### config.mk
export PLATFORM = sky130hd
export DESIGN_NAME = text_cursor_glyph_placer_unit_flat
export DESIGN_NICKNAME = d
export VERILOG_FILES = /design/src/hw/rtl/tcgp_pkg.sv /design/src/hw/rtl/tcgp_if.sv /design/src/hw/rtl/tcgp_width_store.sv /design/src/hw/rtl/text_cursor_glyph_placer_unit.sv /design/src/flat_wrapper.sv
export SDC_FILE = /design/constraint.sdc
export NUM_CORES = 2
export LEC_CHECK = 0
export BUFFER_PORTS_ARGS = -buffer_cell sky130_fd_sc_hd__buf_4
export CORE_ASPECT_RATIO = 0.7
export CORE_MARGIN = 2
export CORE_UTILIZATION = 59
export DETAILED_ROUTE_END_ITERATION = 10
export PLACE_DENSITY_LB_ADDON = 0.2
export SETUP_SLACK_MARGIN = 0.15
export SYNTH_ARGS = -nofsm -noshare
export SYNTH_HDL_FRONTEND = slang
export SYNTH_SLANG_ARGS = --single-unit
### constraint.sdc
create_clock -name clk -period 6 [get_ports clk]
set_input_delay 0.3 -clock clk [delete_from_list [all_inputs] [get_ports clk]]
set_output_delay 0.3 -clock clk [all_outputs]
set_load 0.01 [all_outputs]
### src/hw/rtl/tcgp_pkg.sv
package tcgp_pkg;

  // Default glyph count of the width store
  localparam int unsigned FontEntriesDefault = 256;

  // Command codes on the input channel
  localparam logic [1:0] CMD_CHAR   = 2'd0;
  localparam logic [1:0] CMD_LOAD   = 2'd1;
  localparam logic [1:0] CMD_SETPOS = 2'd2;
  localparam logic [1:0] CMD_HOME   = 2'd3;

  // Configuration register indexes
  localparam logic [2:0] REG_FIRST_CODE   = 3'd0;
  localparam logic [2:0] REG_LAST_CODE    = 3'd1;
  localparam logic [2:0] REG_FONT_HEIGHT  = 3'd2;
  localparam logic [2:0] REG_GLYPH_STRIDE = 3'd3;
  localparam logic [2:0] REG_MONO_WIDTH   = 3'd4;
  localparam logic [2:0] REG_SCREEN_WIDTH = 3'd5;

  // Control characters
  localparam logic [7:0] CHR_NUL = 8'h00;
  localparam logic [7:0] CHR_LF  = 8'h0A;
  localparam logic [7:0] CHR_CR  = 8'h0D;

  // Register reset values
  localparam logic [7:0] RST_FIRST_CODE   = 8'd32;
  localparam logic [7:0] RST_LAST_CODE    = 8'd127;
  localparam logic [7:0] RST_FONT_HEIGHT  = 8'd8;
  localparam logic [7:0] RST_GLYPH_STRIDE = 8'd9;
  localparam logic [7:0] RST_MONO_WIDTH   = 8'd0;
  localparam logic [7:0] RST_SCREEN_WIDTH = 8'd128;

endpackage

### src/hw/rtl/tcgp_if.sv
interface tcgp_in_if;
  import tcgp_pkg::*;
  logic       valid;
  logic       ready;
  logic [1:0] command;
  logic [7:0] char_code;
  logic       last_in_string;
  logic [7:0] glyph_width;
  logic [7:0] pos_x;
  logic [7:0] pos_y;

  modport source (output valid, command, char_code, last_in_string, glyph_width, pos_x, pos_y,
                  input ready);
  modport sink (input valid, command, char_code, last_in_string, glyph_width, pos_x, pos_y,
                output ready);
endinterface

interface tcgp_out_if;
  logic        valid;
  logic        ready;
  logic [7:0]  dest_x;
  logic [7:0]  dest_y;
  logic [7:0]  draw_width;
  logic [7:0]  draw_height;
  logic [15:0] glyph_offset;

  modport source (output valid, dest_x, dest_y, draw_width, draw_height, glyph_offset,
                  input ready);
  modport sink (input valid, dest_x, dest_y, draw_width, draw_height, glyph_offset,
                output ready);
endinterface

### src/hw/rtl/tcgp_width_store.sv
module tcgp_width_store
  import tcgp_pkg::*;
#(
  parameter int unsigned FONT_ENTRIES = FontEntriesDefault,
  localparam int unsigned AW = $clog2(FONT_ENTRIES)
) (
  input  logic          clk,
  input  logic          wr_en,
  input  logic [AW-1:0] wr_addr,
  input  logic [7:0]    wr_data,
  input  logic          rd_en,
  input  logic [AW-1:0] rd_addr,
  output logic [7:0]    rd_data
);

  logic [7:0] mem [FONT_ENTRIES];
  logic [7:0] rd_data_r;

  // Write port
  always_ff @(posedge clk) begin
    if (wr_en) begin
      mem[wr_addr] <= wr_data;
    end
  end

  // Registered read port, held while not enabled
  always_ff @(posedge clk) begin
    if (rd_en) begin
      rd_data_r <= mem[rd_addr];
    end
  end

  assign rd_data = rd_data_r;

endmodule

### src/hw/rtl/text_cursor_glyph_placer_unit.sv
// Text cursor glyph placer: takes one command beat per cycle while ready, keeps a text
// cursor and places one blit descriptor per character in the font but NUL, CR and LF,
// skipping the rest of a string after a NUL. When an input beat is taken, the glyph
// width store (a synchronous memory of FONT_ENTRIES bytes) is read and stage 1 takes the
// beat; when stage 1 advances, the cursor is updated and the output register is loaded.
// Sustained rate is one item per cycle while the output is taken; input ready drops only
// while a result waits in the output register and another one is due behind it. The
// width store has no reset; entries must be loaded before use. Configuration is written
// through cfg_we/cfg_index/cfg_data while the block is idle; the user must ensure this.
module text_cursor_glyph_placer_unit
  import tcgp_pkg::*;
#(
  parameter int unsigned FONT_ENTRIES = FontEntriesDefault
) (
  input  logic       clk,
  input  logic       rst_n,
  tcgp_in_if.sink    in_ch,
  tcgp_out_if.source out_ch,
  input  logic       cfg_we,
  input  logic [2:0] cfg_index,
  input  logic [7:0] cfg_data
);

  localparam int unsigned AW = $clog2(FONT_ENTRIES);

  typedef enum logic [1:0] {
    KIND_GLYPH,
    KIND_NUL,
    KIND_CR,
    KIND_LF
  } kind_t;

  // Configuration registers
  logic [7:0] first_code_r, last_code_r, font_height_r;
  logic [7:0] glyph_stride_r, mono_width_r, screen_width_r;

  always_ff @(posedge clk) begin
    if (!rst_n) begin
      first_code_r   <= RST_FIRST_CODE;
      last_code_r    <= RST_LAST_CODE;
      font_height_r  <= RST_FONT_HEIGHT;
      glyph_stride_r <= RST_GLYPH_STRIDE;
      mono_width_r   <= RST_MONO_WIDTH;
      screen_width_r <= RST_SCREEN_WIDTH;
    end else if (cfg_we) begin
      case (cfg_index)
        REG_FIRST_CODE:   first_code_r   <= cfg_data;
        REG_LAST_CODE:    last_code_r    <= cfg_data;
        REG_FONT_HEIGHT:  font_height_r  <= cfg_data;
        REG_GLYPH_STRIDE: glyph_stride_r <= cfg_data;
        REG_MONO_WIDTH:   mono_width_r   <= cfg_data;
        REG_SCREEN_WIDTH: screen_width_r <= cfg_data;
        default: ;
      endcase
    end
  end

  // Stage 0: decode the beat and address the width store
  logic       in_take;
  logic [7:0] idx0;
  logic       ok0;
  kind_t      kind0;
  logic       load_ok0;

  assign in_take = in_ch.valid && in_ch.ready;
  assign idx0    = in_ch.char_code - first_code_r;
  assign ok0     = (in_ch.char_code >= first_code_r) && (in_ch.char_code <= last_code_r)
                   && ({1'b0, idx0} < 9'(FONT_ENTRIES));
  assign load_ok0 = {1'b0, in_ch.char_code} < 9'(FONT_ENTRIES);

  always_comb begin
    case (in_ch.char_code)
      CHR_NUL: kind0 = KIND_NUL;
      CHR_CR:  kind0 = KIND_CR;
      CHR_LF:  kind0 = KIND_LF;
      default: kind0 = KIND_GLYPH;
    endcase
  end

  logic [7:0] rd_width;

  tcgp_width_store #(.FONT_ENTRIES(FONT_ENTRIES)) u_store (
    .clk     (clk),
    .wr_en   (in_take && in_ch.command == CMD_LOAD && load_ok0),
    .wr_addr (in_ch.char_code[AW-1:0]),
    .wr_data (in_ch.glyph_width),
    .rd_en   (in_take && in_ch.command == CMD_CHAR && ok0),
    .rd_addr (idx0[AW-1:0]),
    .rd_data (rd_width)
  );

  // Stage 1 registers
  logic       s1_valid_r;
  logic [1:0] s1_cmd_r;
  kind_t      s1_kind_r;
  logic       s1_ok_r;
  logic [7:0] s1_idx_r;
  logic       s1_last_r;
  logic [7:0] s1_pos_x_r, s1_pos_y_r;

  // Cursor state
  logic [7:0] col_r, row_r, col_nxt, row_nxt;
  logic       cr_pend_r, cr_pend_nxt;
  logic       stopped_r, stopped_nxt;

  // Output register
  logic        out_valid_r;
  logic [7:0]  dest_x_r, dest_y_r, draw_width_r, draw_height_r;
  logic [15:0] offset_r;

  // Stage 1: place the glyph and move the cursor
  logic [7:0]  stored, w;
  logic        wrap;
  logic [7:0]  col_base, row_base;
  logic        s1_emit, s1_adv;
  logic [15:0] offset_nxt;

  assign stored   = s1_ok_r ? rd_width : 8'd0;
  assign w        = (mono_width_r != 8'd0) ? mono_width_r : stored;
  assign wrap     = ({1'b0, col_r} + {1'b0, w}) > {1'b0, screen_width_r};
  assign col_base = wrap ? 8'd0 : col_r;
  assign row_base = wrap ? row_r + font_height_r : row_r;
  assign offset_nxt = ({8'd0, s1_idx_r} * {8'd0, glyph_stride_r}) + 16'd1;

  assign s1_emit = s1_valid_r && s1_cmd_r == CMD_CHAR && !stopped_r
                   && s1_kind_r == KIND_GLYPH && s1_ok_r;
  assign s1_adv  = s1_valid_r && (!s1_emit || !out_valid_r || out_ch.ready);
  assign in_ch.ready = !s1_valid_r || s1_adv;

  always_comb begin
    col_nxt     = col_r;
    row_nxt     = row_r;
    cr_pend_nxt = cr_pend_r;
    stopped_nxt = stopped_r;
    case (s1_cmd_r)
      CMD_SETPOS: begin
        col_nxt = s1_pos_x_r;
        row_nxt = s1_pos_y_r;
      end
      CMD_HOME: begin
        col_nxt = 8'd0;
        row_nxt = 8'd0;
      end
      CMD_CHAR: begin
        if (!stopped_r) begin
          case (s1_kind_r)
            KIND_NUL: stopped_nxt = 1'b1;
            KIND_CR: begin
              col_nxt     = 8'd0;
              row_nxt     = row_r + font_height_r;
              cr_pend_nxt = 1'b1;
            end
            KIND_LF: begin
              if (!cr_pend_r) begin
                col_nxt = 8'd0;
                row_nxt = row_r + font_height_r;
              end
              cr_pend_nxt = 1'b0;
            end
            default: begin
              cr_pend_nxt = 1'b0;
              col_nxt     = col_base + w + 8'd1;
              row_nxt     = row_base;
            end
          endcase
        end
        // End of string clears the pair flag and the skip
        if (s1_last_r) begin
          cr_pend_nxt = 1'b0;
          stopped_nxt = 1'b0;
        end
      end
      default: ;
    endcase
  end

  // Advance the pipeline
  always_ff @(posedge clk) begin
    if (!rst_n) begin
      s1_valid_r  <= 1'b0;
      col_r       <= 8'd0;
      row_r       <= 8'd0;
      cr_pend_r   <= 1'b0;
      stopped_r   <= 1'b0;
      out_valid_r <= 1'b0;
    end else begin
      if (in_take) begin
        s1_valid_r <= 1'b1;
      end else if (s1_adv) begin
        s1_valid_r <= 1'b0;
      end
      if (s1_adv) begin
        col_r     <= col_nxt;
        row_r     <= row_nxt;
        cr_pend_r <= cr_pend_nxt;
        stopped_r <= stopped_nxt;
      end
      if (s1_adv && s1_emit) begin
        out_valid_r <= 1'b1;
      end else if (out_ch.ready) begin
        out_valid_r <= 1'b0;
      end
    end
  end

  // Payload registers: hold the beat for stage 1 and the result
  always_ff @(posedge clk) begin
    if (in_take) begin
      s1_cmd_r   <= in_ch.command;
      s1_kind_r  <= kind0;
      s1_ok_r    <= ok0;
      s1_idx_r   <= idx0;
      s1_last_r  <= in_ch.last_in_string;
      s1_pos_x_r <= in_ch.pos_x;
      s1_pos_y_r <= in_ch.pos_y;
    end
    if (s1_adv && s1_emit) begin
      dest_x_r      <= col_base;
      dest_y_r      <= row_base;
      draw_width_r  <= stored;
      draw_height_r <= font_height_r;
      offset_r      <= offset_nxt;
    end
  end

  assign out_ch.valid        = out_valid_r;
  assign out_ch.dest_x       = dest_x_r;
  assign out_ch.dest_y       = dest_y_r;
  assign out_ch.draw_width   = draw_width_r;
  assign out_ch.draw_height  = draw_height_r;
  assign out_ch.glyph_offset = offset_r;

endmodule

### src/flat_wrapper.sv
// flat-port wrapper written by rule: the top's interface ports become plain ports
module text_cursor_glyph_placer_unit_flat import tcgp_pkg::*;
#(
  parameter int unsigned FONT_ENTRIES = FontEntriesDefault
)
  (clk, rst_n, cfg_we, cfg_index, cfg_data, in_ch_valid, in_ch_command, in_ch_char_code, in_ch_last_in_string, in_ch_glyph_width, in_ch_pos_x, in_ch_pos_y, in_ch_ready, out_ch_valid, out_ch_dest_x, out_ch_dest_y, out_ch_draw_width, out_ch_draw_height, out_ch_glyph_offset, out_ch_ready);
  tcgp_in_if in_ch_i ();
  tcgp_out_if out_ch_i ();
  input  logic clk;
  input  logic rst_n;
  input  logic cfg_we;
  input  logic [2:0] cfg_index;
  input  logic [7:0] cfg_data;
  input wire logic [$bits(in_ch_i.valid)-1:0] in_ch_valid;
  input wire logic [$bits(in_ch_i.command)-1:0] in_ch_command;
  input wire logic [$bits(in_ch_i.char_code)-1:0] in_ch_char_code;
  input wire logic [$bits(in_ch_i.last_in_string)-1:0] in_ch_last_in_string;
  input wire logic [$bits(in_ch_i.glyph_width)-1:0] in_ch_glyph_width;
  input wire logic [$bits(in_ch_i.pos_x)-1:0] in_ch_pos_x;
  input wire logic [$bits(in_ch_i.pos_y)-1:0] in_ch_pos_y;
  output wire logic [$bits(in_ch_i.ready)-1:0] in_ch_ready;
  output wire logic [$bits(out_ch_i.valid)-1:0] out_ch_valid;
  output wire logic [$bits(out_ch_i.dest_x)-1:0] out_ch_dest_x;
  output wire logic [$bits(out_ch_i.dest_y)-1:0] out_ch_dest_y;
  output wire logic [$bits(out_ch_i.draw_width)-1:0] out_ch_draw_width;
  output wire logic [$bits(out_ch_i.draw_height)-1:0] out_ch_draw_height;
  output wire logic [$bits(out_ch_i.glyph_offset)-1:0] out_ch_glyph_offset;
  input wire logic [$bits(out_ch_i.ready)-1:0] out_ch_ready;
  assign in_ch_i.valid = in_ch_valid;
  assign in_ch_i.command = in_ch_command;
  assign in_ch_i.char_code = in_ch_char_code;
  assign in_ch_i.last_in_string = in_ch_last_in_string;
  assign in_ch_i.glyph_width = in_ch_glyph_width;
  assign in_ch_i.pos_x = in_ch_pos_x;
  assign in_ch_i.pos_y = in_ch_pos_y;
  assign in_ch_ready = in_ch_i.ready;
  assign out_ch_valid = out_ch_i.valid;
  assign out_ch_dest_x = out_ch_i.dest_x;
  assign out_ch_dest_y = out_ch_i.dest_y;
  assign out_ch_draw_width = out_ch_i.draw_width;
  assign out_ch_draw_height = out_ch_i.draw_height;
  assign out_ch_glyph_offset = out_ch_i.glyph_offset;
  assign out_ch_i.ready = out_ch_ready;
  text_cursor_glyph_placer_unit #(.FONT_ENTRIES(FONT_ENTRIES)) u_core (.clk(clk), .rst_n(rst_n), .in_ch(in_ch_i), .out_ch(out_ch_i), .cfg_we(cfg_we), .cfg_index(cfg_index), .cfg_data(cfg_data));
endmodule
# Word-level counts from Yosys, hierarchy flattened

Memory sizes are Yosys's and may differ from the RTL's. A register that Yosys moved wholly into a read port is not among the register bits.
Index checks and enable logic that the tools add are counted.

Reduce and logical (&&, ||, !) cells: 36
Equality and inequality tests: 18
Add/subtract/negate cells: 6
Mux-type cells: 25
Magnitude comparators: 3
Multipliers: 1

Operators with widths:

| operator                                      | count |
|---|---|
| one-hot mux 8 bit (3 select lines)            | 4 |
| two-way mux 8 bit                             | 8 |
| adder 16 x 1 -> 16 bit, second input constant | 1 |
| adder 8 bit                                   | 2 |
| == test 8 x 4 -> 1 bit, second input constant | 2 |
| multiplier 8 x 8 -> 16 bit                    | 1 |
| AND reduction 2 bit                           | 7 |
| logical AND 1 bit                             | 11 |
| two-way mux 1 bit                             | 11 |
| adder 8 x 8 -> 9 bit                          | 1 |
| > comparator 9 x 8 -> 1 bit                   | 1 |
| adder 8 x 1 -> 8 bit, second input constant   | 1 |
| == test 2 bit, second input constant          | 4 |
| >= comparator 8 bit                           | 1 |
| <= comparator 8 bit                           | 1 |
| logical NOT 8 bit                             | 1 |
| nonzero test 8 bit                            | 1 |
| subtractor 8 bit                              | 1 |
| == test 3 x 2 -> 1 bit, second input constant | 2 |
| == test 3 bit, second input constant          | 2 |
| logical NOT 2 bit                             | 3 |
| one-hot mux 2 bit (3 select lines)            | 1 |
| AND reduction 5 bit                           | 1 |
| == test 2 x 1 -> 1 bit, second input constant | 2 |
| other kinds (11)                              | 19 |

Input bits: 51
Memories kept: 1
Register bits: 146
Output and inout bits: 50
Word-level logic and storage cells: 114
Bits in writable memories: 2048

Memories:

| memory             | words | bits a word | read ports | clocked after memory_dff | write ports | RTL line               | source |
|---|---|---|---|---|---|---|---|
| u_core.u_store.mem | 256   | 8           | 1          | 1                        | 1           | tcgp_width_store.sv:16 | `logic [7:0] mem [FONT_ENTRIES];` |

# Depth between registers and ports, before layout

Depth after elaboration: 14
Mapped depth: 31
Gate-level depth less buffers: 30

# Cells and area by module

From an unflattened synthesis, not the netlist that was laid out.

Cells, all modules: 4650
Area, all modules: 88816.4 um^2

Modules (own cells, without submodules):

| module                        | cells an instance | area each (um^2) | seq. area each (um^2) | times used |
|---|---|---|---|---|
| tcgp_width_store              | 3733              | 79636.4          | 61739.2               | 1 |
| text_cursor_glyph_placer_unit | 917               | 9180.1           | 3703.6                | 1 |

# Least setup slack after synthesis

Ideal clock, no wire load.

Path type: flip-flop to flip-flop
From: register u_core.mono_width_r[3]
To: register u_core.col_r[6]
Arrival: 5270 ps
Buffers on the path: 1
Required time: 5884 ps
Stages on the path, launching flop included: 31
Setup slack: 613 ps
Path through: dfxtp_1 -> nor4_1 -> nand2_1 -> nor3_1 -> a21o_1 -> ha_1 -> a21o_1 -> a21o_1 -> a21o_1 -> a21o_1 -> a21oi_1 -> xnor2_1 -> ha_1 -> nand4_1 -> nor2_1 -> or2_2 -> nand2_1 -> nor3_2 -> clkbuf_1 -> nand2_1 -> ha_1 -> inv_1 -> fa_1 -> a21o_1 -> a21o_1 -> a21o_1 -> a21oi_1 -> xnor2_1 -> a22oi_1 -> nand2_1 -> o211a_1

Word-level cells in the longest chain between the ends: 10

RTL lines:

| item                                 | RTL line                             | source |
|---|---|---|
| start: declaration                   | text_cursor_glyph_placer_unit.sv:35  | `logic [7:0] glyph_stride_r, mono_width_r, screen_width_r;` |
| start signal: assignment             | text_cursor_glyph_placer_unit.sv:51  | `REG_MONO_WIDTH: mono_width_r <= cfg_data;` |
| nonzero test 8 bit                   | text_cursor_glyph_placer_unit.sv:119 | `assign w = (mono_width_r != 8'd0) ? mono_width_r : stored;` |
| two-way mux 8 bit *                  | text_cursor_glyph_placer_unit.sv:119 |  |
| adder 8 x 8 -> 9 bit                 | text_cursor_glyph_placer_unit.sv:120 | `assign wrap = ({1'b0, col_r} + {1'b0, w}) > {1'b0, screen_width_r};` |
| > comparator 9 x 8 -> 1 bit          | text_cursor_glyph_placer_unit.sv:120 |  |
| two-way mux 8 bit                    | text_cursor_glyph_placer_unit.sv:121 | `assign col_base = wrap ? 8'd0 : col_r;` |
| adder 8 bit *                        | text_cursor_glyph_placer_unit.sv:162 | `col_nxt = col_base + w + 8'd1;` |
| adder 8 x 1 -> 8 bit *               | text_cursor_glyph_placer_unit.sv:162 |  |
| one-hot mux 8 bit (3 select lines) * | text_cursor_glyph_placer_unit.sv:146 | `case (s1_kind_r)` |
| two-way mux 8 bit *                  | text_cursor_glyph_placer_unit.sv:145 | `if (!stopped_r) begin` |
| one-hot mux 8 bit (3 select lines) * | text_cursor_glyph_placer_unit.sv:135 | `case (s1_cmd_r)` |
| end signal: assignment               | text_cursor_glyph_placer_unit.sv:193 | `col_r <= col_nxt;` |
| end: declaration                     | text_cursor_glyph_placer_unit.sv:102 | `logic [7:0] col_r, row_r, col_nxt, row_nxt;` |

Every way passes the cells marked *; elsewhere a longest branch is shown, timed or not. The select of a mux whose other input is x is not followed.
A chain may end at the register's enable or synchronous reset.

# Worst setup path after layout

From: register u_core.mono_width_r[6]
To: register u_core.col_r[6]

Word-level cells in the longest chain between the ends: 10

RTL lines:

| item                                 | RTL line                             | source |
|---|---|---|
| nonzero test 8 bit                   | text_cursor_glyph_placer_unit.sv:119 |  |
| two-way mux 8 bit *                  | text_cursor_glyph_placer_unit.sv:119 |  |
| adder 8 x 8 -> 9 bit *               | text_cursor_glyph_placer_unit.sv:120 |  |
| > comparator 9 x 8 -> 1 bit *        | text_cursor_glyph_placer_unit.sv:120 |  |
| two-way mux 8 bit *                  | text_cursor_glyph_placer_unit.sv:121 |  |
| named net u_core.col_base[2]         | text_cursor_glyph_placer_unit.sv:114 | `logic [7:0] col_base, row_base;` |
| adder 8 bit *                        | text_cursor_glyph_placer_unit.sv:162 |  |
| adder 8 x 1 -> 8 bit *               | text_cursor_glyph_placer_unit.sv:162 |  |
| one-hot mux 8 bit (3 select lines) * | text_cursor_glyph_placer_unit.sv:146 |  |
| two-way mux 8 bit *                  | text_cursor_glyph_placer_unit.sv:145 |  |
| one-hot mux 8 bit (3 select lines) * | text_cursor_glyph_placer_unit.sv:135 |  |

The timed path passes the listed nets; every way through them passes the cells marked *. The select of a mux whose other input is x is not followed.

==> metrics.yaml <==
holdPathStages: 3
grt_pass1_wl_um: 301000
cts_max_level: 4
yosysWarningCount: 0
power_frac_comb: 0.089
grt_pass1_vias: 43400
r2r_cells: 29
final_layout_size_suffix_gt1_frac: 0.219
synth_seq_area_share: 0.730
start_kind: "flip-flop"
r2r-end: "u_core.col_r[6]"
yosys-top-cells-count: "edfxtp_1, mux4_2, mux2i_1"
cts_tree: "done"
first_pass_iters: 5
coreArea_mm2: 0.151
hold_viol_final: 0
fmax_mhz: 181
fin_setup_tns_ns: 0
num_io_pins: 101
r2r_start: "u_core.mono_width_r[6]"
synth.most_common_cell: "edfxtp_1"
vias: 44000
crit_type: "flip-flop to flip-flop"
skew_ns: 0.0395
fin_crit_sh: 0.923
clock-sinks: 2202
rows: 119
fin_ws_ns: 0.464
nets: 4933
rsz0062_at_grt: "false"
wl_um: 205000
path_delay_family: "compound AO/OA/AOI/OAI gates"
setup_viol: 0
syn_to_final_growth_pct: 11.7
drv_slew: 0
crit_required_ns: 6.74
synth_seq_cells: 2202
crit_slowest_cell: "dfxtp_1"
cp_num_buf_inv: 1
synth-async-reset-ratio: 0
p_int_mw: 24.8
relSlewSlack: 0.225
hp-class: "input pin to flip-flop"
ys_types: 58
synth_nets: 4667
start_util: 0.595
grt_antenna_before_repair: 7
rrSetupSlack_ns: 0.46
synthTopCellsByArea: "edfxtp_1, mux4_2, mux2i_1, dfxtp_1, ha_1"
antenna_left: 0
worstHoldStart: "in_ch_char_code[1]"
clk_pin_slew_worst_paths_ns: 0.07
detailed_place_hpwl_um: 124000
synth_area_mm2: 0.0896
grt-ovfl-total: 0
dp_worst_setup_slack_ns: 0.486
synth.top_cell.area_share: 0.715
grtUsageTotal: 0.269
gp_congestion: 0.836
die_height_um: 330
critPathCaptureType: "flip-flop"
cts_root_buf: "clkbuf_16"
p_sw_mw: 7.25
via_per_inst: 6.37
port_buffers: 100
cp.depth: 29
switching_share: 0.226
avgSynthCellArea_um2: 20.0
routedWlPerCell_um: 29.7
critPathMaxStageDelay_ns: 0.34
status: "finished, final reports clean"
synth_edf_count: 2134
cts_buffers: 196
dieArea_mm2: 0.155
clkPwrFrac: 0.383
peakVddDrop_v: 0.000337
min_to: "u_core.s1_kind_r[1]"
power_leakage_nw: 33.6
drc: 0
cp_common_cell: "a21o_1"
p_seq_frac: 0.529
grt_max_degree: 201
worstPathMaxFanout: 15
largest_reg_flops: 2048
insertion_delay_ns: 0.85
max_flop_register: "u_core.u_store.mem"
arrival_ns: 6.27
maxCapViolations: 0
drt_iter0_markers: 6004
synth_flop_cell: "edfxtp_1"
fin_crit_ns: 5.54
p_per_area_mw_per_mm2: 320
synth_cells: 4487
worst_pin_slew_ns: 1.16
synth_top_area_cell: "edfxtp_1"
die_w_um: 470
clockBufferDepth: 3
[worst max path at each step]
stage | from | to | slack [ns]
3_5_place_dp | u_core.mono_width_r[3] | u_core.col_r[6] | 0.49
5_1_grt | u_core.mono_width_r[6] | u_core.col_r[6] | 0.11
3_3_place_gp | u_core.mono_width_r[3] | u_core.col_r[6] | 0.48
2_1_floorplan | u_core.mono_width_r[3] | u_core.col_r[6] | 0.61
4_1_cts | u_core.mono_width_r[3] | u_core.col_r[6] | 0.42
6_report | u_core.mono_width_r[6] | u_core.col_r[6] | 0.46
[per-layer routing]
metal / GRT usage / part of all wire
met1: 0.419 / 0.43
met2: 0.386 / 0.44
met3: 0.0689 / 0.11
met4: 0.0635 / 0.020
met5: 0 / 0.000034
[kinds of logic after synthesis]
family	count (synthesis)	share of synthesized area
fa+ha+maj	129	0.0214
flops	2202	0.730
compound gates	174	0.0135
mux	1029	0.187
buf+inv	316	0.0150
simple gates	602	0.0296
xor+xnor	35	0.00374
[cell type report]
type / instances / area (um2)
multi-input combinational: 1969 / 23000
antenna: 2 / 5.00
timing repair buffer: 294 / 2650
inverter: 90 / 338
fill: 9731 / 50600
clock inverter: 110 / 918
sequential: 2202 / 65400
tap: 1996 / 2500
clock buffer: 253 / 5280
[what timing repair did]
action,4_1_cts,5_1_grt
hold endpoints to repair,144,0
gates resized for setup,0,6
endpoints found under the setup margin,0,3
setup buffers,0,2
hold buffers,50,0
[tightest hold or removal path: stages]
cell and delay [ns]:
buf_4 0.18, a22oi_1 0.20, nor3b_1 0.07
[cell usage in the layout (no fill, tap or decap), drive strengths merged, types with 41 or more instances in the layout]
cell | synthesis | final
mux2i | 504 | 504
nand2 | 157 | 157
clkinv | 0 | 88
mux4 | 512 | 512
clkbuf | 106 | 261
dfxtp | 68 | 68
edfxtp | 2134 | 2134
and2 | 68 | 68
a21boi | 41 | 41
nor2 | 286 | 286
buf | 120 | 236
ha | 89 | 89
dlygate4sd3 | 0 | 50
inv | 90 | 98
[stage by stage]
step	utilization	power (mW)	instance area (um2)	std cells	hold WS (ns)
6_report	0.664	32.1	100000	6916	0.0667
5_1_grt	0.664	33.0	100000	6915	0.0536
4_1_cts	0.664	32.2	100000	6912	0.0151
3_5_place_dp	0.620	20.1	93400	6499	0.458
2_1_floorplan	-	19.0	89600	4487	0.399
3_3_place_gp	0.620	20.1	93400	6499	0.455
[power by group through the flow]
stage,logic [mW],clock network [mW],registers [mW]
CTS,2.84,12.4,17.0
global route,3.03,13.0,17.0
finish,2.85,12.3,17.0
detailed placement,2.81,0,17.3
floorplan,1.72,0,17.3
global placement,2.77,0,17.3
No activity file was read; power rests on OpenSTA's default activity.
